===== config.mk =====
export PLATFORM = sky130hd
export DESIGN_NAME = signed_int_to_decimal_ascii
export DESIGN_NICKNAME = d
export VERILOG_FILES = /design/src/hw/rtl/sitda_pkg.sv /design/src/hw/rtl/sitda_div10.sv /design/src/hw/rtl/sitda_digit_store.sv /design/src/hw/rtl/signed_int_to_decimal_ascii.sv
export SDC_FILE = /design/constraint.sdc
export NUM_CORES = 1
export LEC_CHECK = 0
export BUFFER_PORTS_ARGS = -buffer_cell sky130_fd_sc_hd__buf_2
export CAP_MARGIN = 20
export CELL_PAD_IN_SITES_DETAIL_PLACEMENT = 0
export CELL_PAD_IN_SITES_GLOBAL_PLACEMENT = 1
export CORE_MARGIN = 2
export CORE_UTILIZATION = 48
export CTS_CLUSTER_DIAMETER = 100
export DETAILED_ROUTE_END_ITERATION = 10
export PLACE_DENSITY_LB_ADDON = 0.1
export RECOVER_POWER = 50
export SETUP_SLACK_MARGIN = 0.2
export SLEW_MARGIN = 20
export SYNTH_ARGS = -nofsm -noshare
export SYNTH_HDL_FRONTEND = slang
export SYNTH_SLANG_ARGS = --single-unit
export TNS_END_PERCENT = 1

===== constraint.sdc =====
create_clock -name clk -period 7.55 [get_ports clk]
set_clock_uncertainty 0.2 [all_clocks]
set_input_delay 0.755 -clock clk [delete_from_list [all_inputs] [get_ports clk]]
set_output_delay 0.755 -clock clk [all_outputs]
set_load 0.01 [all_outputs]

===== src/hw/rtl/sitda_pkg.sv =====
// Package for the signed integer to decimal ASCII converter.
// Holds the character codes, the divide-by-ten reciprocal and the digit store
// write type. It depends on nothing.
`default_nettype none

package sitda_pkg;

    localparam int unsigned NUM_W       = 32;
    localparam int unsigned DIGIT_W     = 4;
    localparam int unsigned CHAR_W      = 8;
    localparam int unsigned STORE_DEPTH = 10;
    localparam int unsigned IDX_W       = $clog2(STORE_DEPTH);

    localparam logic [CHAR_W-1:0] DIGIT_BASE = 8'd48;
    localparam logic [CHAR_W-1:0] MINUS_CHAR = 8'd45;

    // floor(n * RECIP_TEN / 2**RECIP_SHIFT) equals n / 10 for every 32-bit n.
    localparam logic [NUM_W-1:0] RECIP_TEN   = 32'hCCCC_CCCD;
    localparam int unsigned      RECIP_SHIFT = 35;

    typedef struct packed {
        logic               en;
        logic [IDX_W-1:0]   addr;
        logic [DIGIT_W-1:0] data;
    } store_wr_t;

endpackage

`default_nettype wire


===== src/hw/rtl/sitda_div10.sv =====
// Shared divide-by-ten unit: a registered reciprocal multiply, then the
// quotient and remainder worked out combinationally from the registered product. Depends on sitda_pkg.
`default_nettype none

module sitda_div10 (
    input  wire logic                         clk,
    input  wire logic                         load,
    input  wire logic [sitda_pkg::NUM_W-1:0]   value,
    output logic      [sitda_pkg::NUM_W-1:0]   quotient,
    output logic      [sitda_pkg::DIGIT_W-1:0] remainder
);
    import sitda_pkg::*;

    logic [2*NUM_W-1:0] product_reg;
    logic [NUM_W-1:0]   value_reg;
    logic [2*NUM_W-1:0] prod_shifted;
    logic [NUM_W-1:0]   q_times_ten;
    logic [NUM_W-1:0]   diff;

    always_ff @(posedge clk)
    begin
        if (load)
        begin
            product_reg <= {{NUM_W{1'b0}}, value} * {{NUM_W{1'b0}}, RECIP_TEN};
            value_reg   <= value;
        end
    end

    always_comb
    begin
        prod_shifted = product_reg >> RECIP_SHIFT;
        quotient     = prod_shifted[NUM_W-1:0];
        q_times_ten  = (quotient << 3) + (quotient << 1);
        diff         = value_reg - q_times_ten;
        remainder    = diff[DIGIT_W-1:0];
    end

endmodule

`default_nettype wire


===== src/hw/rtl/sitda_digit_store.sv =====
// Generic single-port-write, single-port-read RAM with a registered read.
// Width and depth are parameters; it depends on nothing.
`default_nettype none

module sitda_digit_store #(
    parameter int unsigned DATA_W = 8,
    parameter int unsigned DEPTH  = 16,
    parameter int unsigned ADDR_W = $clog2(DEPTH)
) (
    input  wire logic              clk,
    input  wire logic              wr_en,
    input  wire logic [ADDR_W-1:0] wr_addr,
    input  wire logic [DATA_W-1:0] wr_data,
    input  wire logic              rd_en,
    input  wire logic [ADDR_W-1:0] rd_addr,
    output logic      [DATA_W-1:0] rd_data
);

    logic [DATA_W-1:0] mem_reg [DEPTH];
    logic [DATA_W-1:0] rd_data_reg;

    always_ff @(posedge clk)
    begin
        if (wr_en)
        begin
            mem_reg[wr_addr] <= wr_data;
        end
        if (rd_en)
        begin
            rd_data_reg <= mem_reg[rd_addr];
        end
    end

    assign rd_data = rd_data_reg;

endmodule

`default_nettype wire


===== src/hw/rtl/signed_int_to_decimal_ascii.sv =====
// Top level of the signed integer to decimal ASCII converter.
// Sequencer around sitda_div10 and sitda_digit_store; depends on sitda_pkg.
//
// A word is taken when start is high while busy is low. The magnitude is then
// divided by ten once per digit on the shared divide-by-ten unit (a registered
// reciprocal multiply, then the remainder step), and the text is sent out one
// character per cycle: a minus sign first for negative numbers, then the digits
// most significant first, the final one with last_char set. Each character is
// on ascii_char for exactly one cycle with strobe high, and the receiver cannot
// stall it. Busy stays high from the first divide step to the last digit read;
// the final character appears in the first cycle with busy low.
`default_nettype none

module signed_int_to_decimal_ascii (
    input  wire logic                              clk,
    input  wire logic                              rst_n,
    input  wire logic                              start,
    output logic                                   busy,
    input  wire logic signed [sitda_pkg::NUM_W-1:0] num_value,
    output logic                                   strobe,
    output logic             [sitda_pkg::CHAR_W-1:0] ascii_char,
    output logic                                   last_char
);
    import sitda_pkg::*;

    localparam logic [2:0] S_IDLE  = 3'd0;
    localparam logic [2:0] S_MUL   = 3'd1;
    localparam logic [2:0] S_REM   = 3'd2;
    localparam logic [2:0] S_SIGN  = 3'd3;
    localparam logic [2:0] S_DIGIT = 3'd4;

    logic [2:0]       state_reg, state_next;
    logic [NUM_W-1:0] work_reg, work_next;
    logic [IDX_W-1:0] count_reg, count_next;
    logic [IDX_W-1:0] idx_reg, idx_next;
    logic             neg_reg, neg_next;

    logic              strobe_reg, strobe_next;
    logic              last_reg, last_next;
    logic              sign_reg, sign_next;

    logic [NUM_W-1:0]   raw;
    logic [NUM_W-1:0]   quotient;
    logic [DIGIT_W-1:0] remainder;
    logic [DIGIT_W-1:0] rd_data;
    logic [IDX_W-1:0]   rd_addr;
    logic               rd_en;
    logic               div_load;
    store_wr_t          wr;

    sitda_div10 u_div10 (
        .clk       (clk),
        .load      (div_load),
        .value     (work_reg),
        .quotient  (quotient),
        .remainder (remainder)
    );

    // The read is registered, so a digit addressed in S_DIGIT is on rd_data
    // in the following cycle, which is the cycle its strobe is high.
    sitda_digit_store #(
        .DATA_W (DIGIT_W),
        .DEPTH  (STORE_DEPTH),
        .ADDR_W (IDX_W)
    ) u_store (
        .clk     (clk),
        .wr_en   (wr.en),
        .wr_addr (wr.addr),
        .wr_data (wr.data),
        .rd_en   (rd_en),
        .rd_addr (rd_addr),
        .rd_data (rd_data)
    );

    assign raw      = num_value;
    assign div_load = (state_reg == S_MUL);
    assign rd_en    = (state_reg == S_DIGIT);
    assign rd_addr  = idx_reg - 1'b1;

    always_comb
    begin
        state_next  = state_reg;
        work_next   = work_reg;
        count_next  = count_reg;
        idx_next    = idx_reg;
        neg_next    = neg_reg;
        strobe_next = 1'b0;
        last_next   = 1'b0;
        sign_next   = 1'b0;
        wr.en       = 1'b0;
        wr.addr     = count_reg;
        wr.data     = remainder;

        case (state_reg)
            S_IDLE:
            begin
                if (start)
                begin
                    neg_next   = raw[NUM_W-1];
                    work_next  = raw[NUM_W-1] ? (~raw + 1'b1) : raw;
                    count_next = '0;
                    state_next = S_MUL;
                end
            end
            S_MUL:
            begin
                state_next = S_REM;
            end
            S_REM:
            begin
                wr.en      = 1'b1;
                work_next  = quotient;
                count_next = count_reg + 1'b1;
                if (quotient != '0)
                begin
                    state_next = S_MUL;
                end
                else
                begin
                    idx_next   = count_reg + 1'b1;
                    state_next = neg_reg ? S_SIGN : S_DIGIT;
                end
            end
            S_SIGN:
            begin
                strobe_next = 1'b1;
                sign_next   = 1'b1;
                state_next  = S_DIGIT;
            end
            S_DIGIT:
            begin
                strobe_next = 1'b1;
                last_next   = (idx_reg == IDX_W'(1));
                idx_next    = idx_reg - 1'b1;
                if (idx_reg == IDX_W'(1))
                begin
                    state_next = S_IDLE;
                end
            end
            default:
            begin
                state_next = S_IDLE;
            end
        endcase
    end

    always_ff @(posedge clk or negedge rst_n)
    begin
        if (!rst_n)
        begin
            state_reg  <= S_IDLE;
            work_reg   <= '0;
            count_reg  <= '0;
            idx_reg    <= '0;
            neg_reg    <= 1'b0;
            strobe_reg <= 1'b0;
        end
        else
        begin
            state_reg  <= state_next;
            work_reg   <= work_next;
            count_reg  <= count_next;
            idx_reg    <= idx_next;
            neg_reg    <= neg_next;
            strobe_reg <= strobe_next;
        end
    end

    always_ff @(posedge clk)
    begin
        sign_reg <= sign_next;
        last_reg <= last_next;
    end

    assign busy       = (state_reg != S_IDLE);
    assign strobe     = strobe_reg;
    assign ascii_char = sign_reg ? MINUS_CHAR
                                 : (DIGIT_BASE + {{(CHAR_W-DIGIT_W){1'b0}}, rd_data});
    assign last_char  = last_reg;

endmodule

`default_nettype wire


== Word level (Yosys, flattened, before mapping) ==
Memory sizes are Yosys's and may differ from the RTL's. A register that Yosys moved wholly into a read port is not among the register bits.
Index checks and enable logic that the tools add are counted.
W data, S select, Z words.
Operators by class
  reductions and logical operators: 10
  add/subtract/negate cells: 6
  multipliers: 1
  bitwise logic cells: 1
  mux-type cells: 18
  equality and inequality tests: 8
Operators by type and width (count)
  $mul A32 B32 Y64 const B: 1
  $mux W32: 2
  $pmux W32 S2: 1
  $add A32 B1 Y32 const B: 1
  $not A32 Y32: 1
  $reduce_bool A32 Y1: 1
  $pmux W4 S2: 2
  $pmux W3 S5: 1
  $mux W3: 4
  $mux W4: 2
  $reduce_and A2 Y1: 4
  $add A6 B4 Y7 const A: 1
  $mux W7: 1
  $eq A3 B2 Y1 const B: 2
  $mux W1: 5
  $add A4 B1 Y4 const B: 1
  $add A4 B4 Y4: 1
  $eq A4 B1 Y1 const B: 1
  $ne A2 B2 Y1 const B: 2
  $reduce_bool A2 Y1: 2
  $sub A4 B1 Y4 const B: 1
  $sub A4 B4 Y4: 1
  $eq A3 B1 Y1 const B: 1
  $eq A3 B3 Y1 const B: 1
  4 further kinds: 4
Word-level totals
  output and inout bits: 11
  RAM bits: 40
  register bits after elaboration: 115
  memories: 1
  input port bits: 35
Memories
  u_store.mem_reg: words 10, bits a word 4, read ports 1, clocked after Yosys merged registers in 1, wr ports 1, RTL line sitda_digit_store.sv:19  | logic [DATA_W-1:0] mem_reg [DEPTH];

== Logic depth before layout (Yosys ltp) ==
Gate-level depths: netlist of run 1.
  depth in word-level cells: 5
  mapped depth: 26
  gate-level depth less buffers: 26

== By module ==
A second synthesis of run 1 with hierarchy kept.
Second synthesis, totals
  cell total of the unflattened synthesis: 2117
  area total of the unflattened synthesis: 22525.4 um^2
By module, submodules not included
  sitda_div10: cells an instance 1725, area each 17942.2 um^2, times used 1
  signed_int_to_decimal_ascii: cells an instance 298, area each 2835.2 um^2, times used 1
  sitda_digit_store: cells an instance 94, area each 1747.9 um^2, times used 1

== Worst setup path after synthesis of run 1 ==
Ideal clock, no wire load.
  path kind: reg-to-reg
  from: reg work_reg[18]
  to: reg u_div10.product_reg[60] (data pin)
  path slack: 0.265 ns
  path buffers: 0
  data arrival time: 6.820 ns
  data required time: 7.085 ns
  clock period less this slack: 7.285 ns
  cell stages (with the launch flop): 26
  cell sequence: dfrtp_1 -> ha_1 -> inv_1 -> fa_1 -> inv_1 -> fa_1 -> inv_1 -> fa_1 -> inv_1 -> fa_1 -> fa_1 -> fa_1 -> inv_1 -> fa_1 -> inv_1 -> ha_1 -> nand2_1 -> o21ai_0 -> or4_1 -> a221oi_1 -> o22ai_1 -> o21ba_2 -> o21ai_1 -> a211oi_1 -> o21ai_0 -> xor2_1
On the way
  word-level cells in the longest chain between the ends: 1
Ends and longest elaborated chain
  from (decl): RTL line signed_int_to_decimal_ascii.sv:33  | logic [NUM_W-1:0] work_reg, work_next;
  from (signal assigned): RTL line signed_int_to_decimal_ascii.sv:161  | work_reg <= work_next;
  $mul A32 B32 Y64: RTL line sitda_div10.sv:24  | product_reg <= {{NUM_W{1'b0}}, value} * {{NUM_W{1'b0}}, RECIP_TEN};
  to (signal assigned): RTL line sitda_div10.sv:24
  to (decl): RTL line sitda_div10.sv:14  | logic [2*NUM_W-1:0] product_reg;
No other way between the ends.
A chain may end at the register's enable or synchronous reset.

== Final worst setup path of run 1 ==
  from: reg work_reg[21]
  to: reg u_div10.product_reg[54] (data pin)
Same word-level chain as after synthesis.

==> impl_results.rst, run 1 <==
.. list-table::
   :header-rows: 1

   * - Metric
     - Value
   * - Total wirelength of the detailed-routed design
     - 67.1 mm
   * - Area occupied by multi-input gates
     - 16,700 sq um
   * - Length of the first detailed-routing pass in iterations
     - 6
   * - Crit path arrival time
     - 7.38 ns
   * - Rel. slew slack
     - -86.9%
   * - Total of fill cells in the finished design
     - 4,077
   * - First-pass GRT wire length
     - 103 mm
   * - Post-CTS Hold Buffers
     - 0
   * - Post-layout nets
     - 3,086
   * - Routability Congestion
     - 0.947
   * - Crit Path Category
     - reg -> reg
   * - Async set or reset register ratio after synthesis
     - 36.3%
   * - Highest clock rate
     - 135 MHz
   * - Highest cell delay on the worst timing path
     - 0.60 ns
   * - Crit path max-delay family
     - adder cells
   * - FF-to-FF setup slack
     - 0.15 ns
   * - Number of flip-flops in the largest register
     - 40
   * - CP required
     - 7.53 ns
   * - Number of antenna repair diodes
     - 0
   * - Post-DRT Antenna Nets
     - 0
   * - Slew @ Worst Pin
     - 2.80 ns
   * - Initial core utilization
     - 48.4%
   * - Routing usage on met2
     - 54.3%
   * - Netlist area before placement
     - 21,900 sq um
   * - Chip width
     - 218 um
   * - Total non-filler cell area in the finished layout
     - 25,400 sq um
   * - Number of remaining DRC errors
     - 0
   * - Master cell of the clock root buffer
     - sky130_fd_sc_hd__clkbuf_16
   * - Maximum clock path buffer count
     - 2
   * - Min-Delay Path Depth
     - 2
   * - Layout cell share with drive strength beyond 1
     - 16.0%
   * - Number of buffers added on ports
     - 42
   * - Instance count of the mapped netlist
     - 2,057
   * - Worst setup EP type
     - flop
   * - Number of synthesized flops with an enable pin
     - 77
   * - Latest clock arrival within the worst-skew pair
     - 0.43 ns
   * - Time the worst path needs with I/O delays and setup
     - 7.40 ns
   * - Final slew viol count
     - 147
   * - Count of cells along the worst register-to-register path
     - 23
   * - Count of state elements after synthesis
     - 124
   * - Total placed instance area
     - 24,400 sq um
   * - Floorplan row count
     - 78
   * - Core Box Area
     - 45,300 sq um
   * - Vias/cell
     - 5.26
   * - Die area
     - 47,400 sq um
   * - Setup repair after global routing missed its margin
     - yes
   * - Hpwl dp
     - 59.9 mm
   * - H-tree levels
     - 4
   * - Sum of overflow across all layers after global routing
     - 0
   * - Critical path's most frequent cell
     - sky130_fd_sc_hd__fa_1
   * - Setup slack at placement
     - -0.323 ns
   * - Combined global-route utilization of all metal layers
     - 29.9%
   * - Reg-to-Reg End
     - u_div10.product_reg[54]
   * - Worst flop-to-flop path startpoint
     - work_reg[21]
   * - TritonCTS buffer count
     - 17
   * - Total number of clock tree sinks
     - 124
   * - Height of the die
     - 218 um
   * - Launch point of the worst hold path
     - neg_reg
   * - Buf/Inv on CP
     - 4
   * - Area taken by flip-flops and latches
     - 3490 sq um
   * - CP cell instances
     - ha_2 > ha_1 > fa_1 > inv_1 > fa_1 > inv_1 > fa_1 > fa_1 > fa_1 > fa_1 > ha_1 > a21o_1 > a21o_1 > a21oi_1 > o21ai_0 > a221oi_2 > o211ai_1 > a41oi_1 > buf_4 > o21ai_2 > buf_6 > a221oi_4 > xnor2_1
   * - Synthesis-to-layout area growth
     - 16.0%
   * - I/O pin cnt
     - 46
   * - Hold violation count in the final report
     - 0
   * - Final worst setup slack
     - 0.152 ns
   * - Sequential-to-total area share from yosys stat
     - 15.9%
   * - Number of distinct library cells after synthesis
     - 62
   * - Maximum net fanout on the critical path
     - 4
   * - Final Setup Violations
     - 0
   * - Max-cap violations
     - 4
   * - Prevailing post-synth register cell
     - sky130_fd_sc_hd__edfxtp_1
   * - Via count of the first global-routing pass
     - 17,000
   * - Fraction of met3 tracks used by global routing
     - 2.97%
   * - Startpoint types
     - flop
   * - Worst hold endpoint
     - neg_reg
   * - Met1 track demand over resource
     - 38.2%
   * - Routed length per instance
     - 23.0 um
   * - TritonCTS clock tree
     - yes
   * - Hold/Removal Path Class
     - reg -> reg
   * - Result of the run
     - complete, but fails checks
   * - Initial detailed-routing violation count
     - 885
   * - Final clock period utilization by the worst path
     - 98.0%
   * - Clock-pin slew reported for the worst setup and hold paths after clock tree synthesis
     - 0.06 ns
   * - Largest net degree at the start of global routing
     - 46
   * - Routed via count
     - 15,300
   * - Mean Syn Cell Area
     - 10.7 sq um
   * - Initial antenna violation count
     - 1
   * - Slowest CP cell
     - sky130_fd_sc_hd__dfrtp_1
   * - Most crowded layer after global routing
     - met2
   * - Violated checks
     - max-capacitance violations, max-slew violations
   * - Synthesis Warnings
     - 0
   * - Total Neg Setup Slack
     - 0 ns
[worst max-delay path by stage]
stage | cells past startpoint | to | startpoint | slack (ns)
floorplan | 25 | u_div10.product_reg[60] | work_reg[18] | 0.26
global placement | 28 | u_div10.product_reg[59] | work_reg[16] | -0.20
detailed placement | 27 | u_div10.product_reg[60] | work_reg[16] | -0.32
CTS | 23 | u_div10.product_reg[63] | work_reg[13] | 0.17
finish | 23 | u_div10.product_reg[54] | work_reg[21] | 0.15
global route | 28 | u_div10.product_reg[53] | work_reg[18] | -0.05
[cells by family after synthesis]
kind of cell / count (synthesis) / synth area share [%]
flip-flops: 124 / 15.9
XOR/XNOR: 112 / 4.47
multiplexers: 14 / 1.10
AO/OA/AOI/OAI: 262 / 7.64
other: 2 / 0.0342
buffers and inverters: 579 / 9.96
adder cells (fa/ha/maj): 746 / 55.8
AND/OR/NAND/NOR: 218 / 5.16
[layout make-up]
cell class,instances,area share (%)
Tap cell,600,2.95
Clock buffer,18,1.77
Clock inverter,14,0.487
Multi-Input combinational cell,1355,65.8
Sequential cell,124,13.7
Inverter,552,8.14
Timing Repair Buffer,255,7.11
[synthesized netlist by cell type (27+ instances only)]
| library cell | number | area (sq um) |
|---|---|---|
| sky130_fd_sc_hd__inv_1 | 552 | 2070 |
| sky130_fd_sc_hd__a22oi_1 | 27 | 203 |
| sky130_fd_sc_hd__xnor2_1 | 40 | 350 |
| sky130_fd_sc_hd__xor2_1 | 72 | 631 |
| sky130_fd_sc_hd__o21ai_0 | 72 | 360 |
| sky130_fd_sc_hd__edfxtp_1 | 77 | 2310 |
| sky130_fd_sc_hd__a21oi_1 | 57 | 285 |
| sky130_fd_sc_hd__nor2_1 | 29 | 109 |
| sky130_fd_sc_hd__fa_1 | 387 | 7750 |
| sky130_fd_sc_hd__dfrtp_1 | 45 | 1130 |
| sky130_fd_sc_hd__a21o_1 | 41 | 308 |
| sky130_fd_sc_hd__nand2_1 | 65 | 244 |
| sky130_fd_sc_hd__ha_1 | 359 | 4490 |
[metal layers]
layer  part of all wire (%)  vias to the layer above  wire (um)
li1                       -                     7066          -
met1                     42                     7909      28100
met2                     52                      305      34700
met3                    3.4                       64       2320
met4                    3.1                        0       2080
met5                      0                        -          0
[timing repair]
item | 4_1_cts | 5_1_grt
endpoints found under the setup margin | 21 | 25
pin swaps | 9 | 35
gates resized for setup | 19 | 75
gates cloned | 0 | 0
setup buffers | 2 | 3
[per-stage QoR]
stage          hold WS (ns)  util [%]  std cells
3_3_place_gp          0.290      53.8       2881
3_5_place_dp          0.299      53.8       2881
4_1_cts               0.259      55.3       2915
6_report              0.308      56.2       2918
5_1_grt               0.362      56.2       2918
2_1_floorplan         0.259         -       2058
[worst min-delay path, delay by kind of cell, from the launching register on]
kind             cells  cell delay [ns]
DFF                  1             0.37
and+or+nand+nor      2             0.12
[cells in the final DEF, fill, tap and decap left out, drive strengths merged, types with 11 or more instances in the layout]
cell / n
inv: 559
nand3: 22
dfrtp: 45
ha: 359
a22oi: 27
xor2: 72
nor3: 11
a21oi: 57
clkbuf: 28
xnor2: 40
nand2: 65
nor2: 29
and2: 21
a21o: 41
fa: 387
edfxtp: 77
buf: 245
o21ai: 75
nor2b: 12
Power of run 1 is left out: the tool's default activity adds up to more than one toggle a clock period on the data nets, which glitch-free logic cannot reach.
==> run 2, diff against run 1 <==
CORE_MARGIN = 4   (was 2)
SYNTH_HIERARCHICAL = 1   (was unset)
==> impl_results.rst, run 2 <==
.. list-table::
   :header-rows: 1

   * - Metric
     - Value
   * - Result of the run
     - complete, but fails checks
   * - Violated checks
     - max-capacitance violations, max-slew violations
   * - Top library cells by usage in the layout, fill and taps aside
     - sky130_fd_sc_hd__inv_1, sky130_fd_sc_hd__fa_1, sky130_fd_sc_hd__ha_1
   * - Max-cap violations
     - 4 (unchanged)
   * - Number of remaining DRC errors
     - 0 (unchanged)
   * - Chip width
     - 225 um (+3.1%)
   * - Combined global-route utilization of all metal layers
     - 28.1% (-1.8 points)
   * - Most common cell after layout, fill and taps aside
     - sky130_fd_sc_hd__inv_1
   * - Maximum clock path buffer count
     - 2 (unchanged)
   * - Layout cell share with drive strength beyond 1
     - 15.9% (-0.19 points)
   * - Number of antenna repair diodes
     - 0 (unchanged)
   * - Hold/Removal Path Class
     - reg -> reg
   * - Crit Path Category
     - reg -> reg
   * - Post-layout nets
     - 3,070 (-0.52%)
   * - Final slew viol count
     - 154 (+4.8%)
   * - Post-CTS Hold Buffers
     - 0 (unchanged)
   * - TritonCTS clock tree
     - yes
   * - Rel. slew slack
     - -208% (-120 points)
   * - Total non-filler cell area in the finished layout
     - 25,600 sq um (+0.61%)
   * - Final Setup Violations
     - 0 (unchanged)
   * - Height of the die
     - 225 um (+3.1%)
   * - Setup repair after global routing missed its margin
     - yes
   * - Post-DRT Antenna Nets
     - 0 (unchanged)
   * - Hold violation count in the final report
     - 0 (unchanged)
   * - Floorplan row count
     - 79 (+1.3%)
   * - Prevailing post-synth register cell
     - sky130_fd_sc_hd__edfxtp_1
   * - Cell types occupying the most area after synthesis
     - sky130_fd_sc_hd__fa_1, sky130_fd_sc_hd__ha_1, sky130_fd_sc_hd__edfxtp_1, sky130_fd_sc_hd__inv_1, sky130_fd_sc_hd__dfrtp_1
   * - Time the worst path needs with I/O delays and setup
     - 7.31 ns (-0.0852 ns)
   * - Clock-pin slew reported for the worst setup and hold paths after clock tree synthesis
     - 0.06 ns (about the same)
   * - Die area
     - 50,500 sq um (+6.4%)
   * - Sequential-to-total area share from yosys stat
     - 15.4% (-0.41 points)
   * - Core Box Area
     - 46,500 sq um (+2.6%)
   * - Length of the first detailed-routing pass in iterations
     - 5 (-1)
   * - Routability Congestion
     - 0.978 (+3.3%)
   * - Hpwl dp
     - 62.0 mm (+3.4%)
   * - Routed via count
     - 15,700 (+2.1%)
   * - CP required
     - 7.60 ns (+0.07 ns)
   * - Top-area cell type share of the netlist area
     - 34.3% (-1.0 points)
   * - Startpoint types
     - flop
   * - Sum of overflow across all layers after global routing
     - 0 (unchanged)
   * - H-tree levels
     - 4 (unchanged)
   * - Final clock period utilization by the worst path
     - 96.9% (-1.1 points)
   * - Number of distinct library cells after synthesis
     - 85 (+37%)
   * - Initial detailed-routing violation count
     - 914 (+3.3%)
   * - Crit path arrival time
     - 7.36 ns (-0.02 ns)
   * - Cell accounting for the most synthesized area
     - sky130_fd_sc_hd__fa_1
   * - Commonest cells in the netlist
     - sky130_fd_sc_hd__inv_1, sky130_fd_sc_hd__fa_1, sky130_fd_sc_hd__ha_1
   * - Total of fill cells in the finished design
     - 4,142 (+1.6%)
   * - Highest clock rate
     - 137 MHz (+1.2%)
   * - TritonCTS buffer count
     - 17 (unchanged)
   * - First-pass GRT wire length
     - 104 mm (+0.83%)
   * - Number of flip-flops in the largest register
     - 40 (unchanged)
   * - Synthesis Warnings
     - 6 (+6)
   * - Number of synthesized flops with an enable pin
     - 77 (unchanged)
   * - Latest clock arrival within the worst-skew pair
     - 0.43 ns (about the same)
   * - Initial antenna violation count
     - 0 (-1)
   * - Instance count of the mapped netlist
     - 2,117 (+2.9%)
   * - Routed length per instance
     - 23.8 um (+3.4%)
   * - Worst setup EP type
     - flop
   * - Largest net degree at the start of global routing
     - 46 (unchanged)
   * - I/O pin cnt
     - 46 (unchanged)
   * - Mean Syn Cell Area
     - 10.6 sq um (-0.24%)
   * - Via count of the first global-routing pass
     - 17,200 (+0.86%)
   * - Netlist area before placement
     - 22,500 sq um (+2.7%)
   * - Total wirelength of the detailed-routed design
     - 69.4 mm (+3.3%)
   * - Most used standard cell by instance count after synthesis
     - sky130_fd_sc_hd__inv_1
   * - Util after Layout
     - 55.1% (-1.1 points)
   * - Master cell of the clock root buffer
     - sky130_fd_sc_hd__clkbuf_16
   * - Total number of clock tree sinks
     - 124 (unchanged)
   * - Synthesis-to-layout area growth
     - 13.6%
   * - Initial core utilization
     - 48.5% (about the same)
   * - Number of buffers added on ports
     - 42 (unchanged)
   * - Vias/cell
     - 5.37 (+2.2%)
   * - Maximum net fanout on the critical path
     - 6 (+2)
   * - Count of state elements after synthesis
     - 124 (unchanged)
   * - Async set or reset register ratio after synthesis
     - 36.3% (unchanged)
   * - Slew @ Worst Pin
     - 4.57 ns (+1.76 ns)
   * - Total Neg Setup Slack
     - 0 ns (unchanged)
   * - Total placed instance area
     - 24,300 sq um (-0.22%)
run 2: cell count changes after synthesis, sizes merged, moves of 5 or more:
cell    previous run  this run
o21a               3         8
nor3              11        16
nand3             22        14
inv              552       534
nor4               9        15
ha               359       354
mux2i              5        19
buf                4        44
nand4              9        14
nand2             65        84
o211ai             2         8
nor2b             12         5
and2              21        13
xor2              72        77
run 2: per-layer routing:
metal | vias to the layer above | part of all wire [%] | track usage [%]
met3 | 147 | 4.1 | 3.42
li1 | 7123 | - | -
met4 | 0 | 5.9 | 13.7
met5 | - | 0 | 0
met2 | 399 | 50 | 48.2
met1 | 7993 | 40 | 35.6
run 2: path summary, 6_finish.rpt:
| path | slack, ns | to | start | depth (start not counted) |
|---|---|---|---|---|
| min in group asynchronous | 1.14 | strobe | rst_n | 2 |
| worst max register to register | 0.24 | u_div10/product_reg[58] | work_reg[2] | 21 |
| worst min register to register | 0.31 | state_reg[1] | neg_reg | 1 |
| worst min-delay path | 0.31 | state_reg[1] | neg_reg | 1 |
| worst max-delay path | 0.24 | u_div10/product_reg[58] | work_reg[2] | 21 |
| max in group asynchronous | 4.13 | work_reg[26] | rst_n | 2 |
run 2: repair_timing:
item,in CTS,in global routing
pin swaps,2,27
gates cloned,0,0
buffers inserted,3,17
resized for setup,20,84
setup endpoints to repair,23,22
run 2: worst max-delay path: stages (launching register included):
cell	delay (ns)
sky130_fd_sc_hd__dfrtp_1	0.55
sky130_fd_sc_hd__ha_4	0.27
sky130_fd_sc_hd__xor2_1	0.20
sky130_fd_sc_hd__ha_1	0.25
sky130_fd_sc_hd__or2_2	0.33
sky130_fd_sc_hd__fa_2	0.57
sky130_fd_sc_hd__fa_2	0.48
sky130_fd_sc_hd__fa_2	0.57
sky130_fd_sc_hd__fa_1	0.43
sky130_fd_sc_hd__fa_1	0.42
sky130_fd_sc_hd__fa_1	0.57
sky130_fd_sc_hd__ha_4	0.22
sky130_fd_sc_hd__buf_4	0.14
sky130_fd_sc_hd__nand4_1	0.15
sky130_fd_sc_hd__nor2_1	0.09
sky130_fd_sc_hd__and3_1	0.19
sky130_fd_sc_hd__o211ai_1	0.20
sky130_fd_sc_hd__nand3_4	0.23
sky130_fd_sc_hd__a32oi_4	0.37
sky130_fd_sc_hd__a21oi_2	0.12
sky130_fd_sc_hd__or4b_4	0.49
sky130_fd_sc_hd__o311ai_2	0.09
run 2: cell type report:
| cell class | instances | area [sq um] | area share, % |
|---|---|---|---|
| Timing Repair Buffer | 219 | 1520 | 5.95 |
| Sequential cell | 124 | 3490 | 13.7 |
| Tap cell | 607 | 759 | 2.97 |
| Multi-Input combinational cell | 1397 | 17200 | 67.3 |
| Clock buffer | 18 | 439 | 1.72 |
| Inverter | 536 | 2010 | 7.86 |
| Clock inverter | 14 | 154 | 0.601 |
run 2: cells by family after synthesis:
family / synth area share [%]
compound gates: 8.41
xor+xnor: 4.43
flops: 15.4
buf+inv: 10.6
other cells: 0.0500
mux: 1.44
simple gates: 5.63
fa+ha+maj: 54.0
run 2: metrics by stage:
stage                     cells  worst slack, ns  hold slack (ns)
after floorplan            2120            0.668            0.259
after global placement     2863           -0.472            0.293
after detailed placement   2863           -0.507            0.305
after CTS                  2898            0.186            0.276
after global routing       2915           0.0990            0.350
final                      2915            0.237            0.315
Power of run 2 is left out for the same reason.
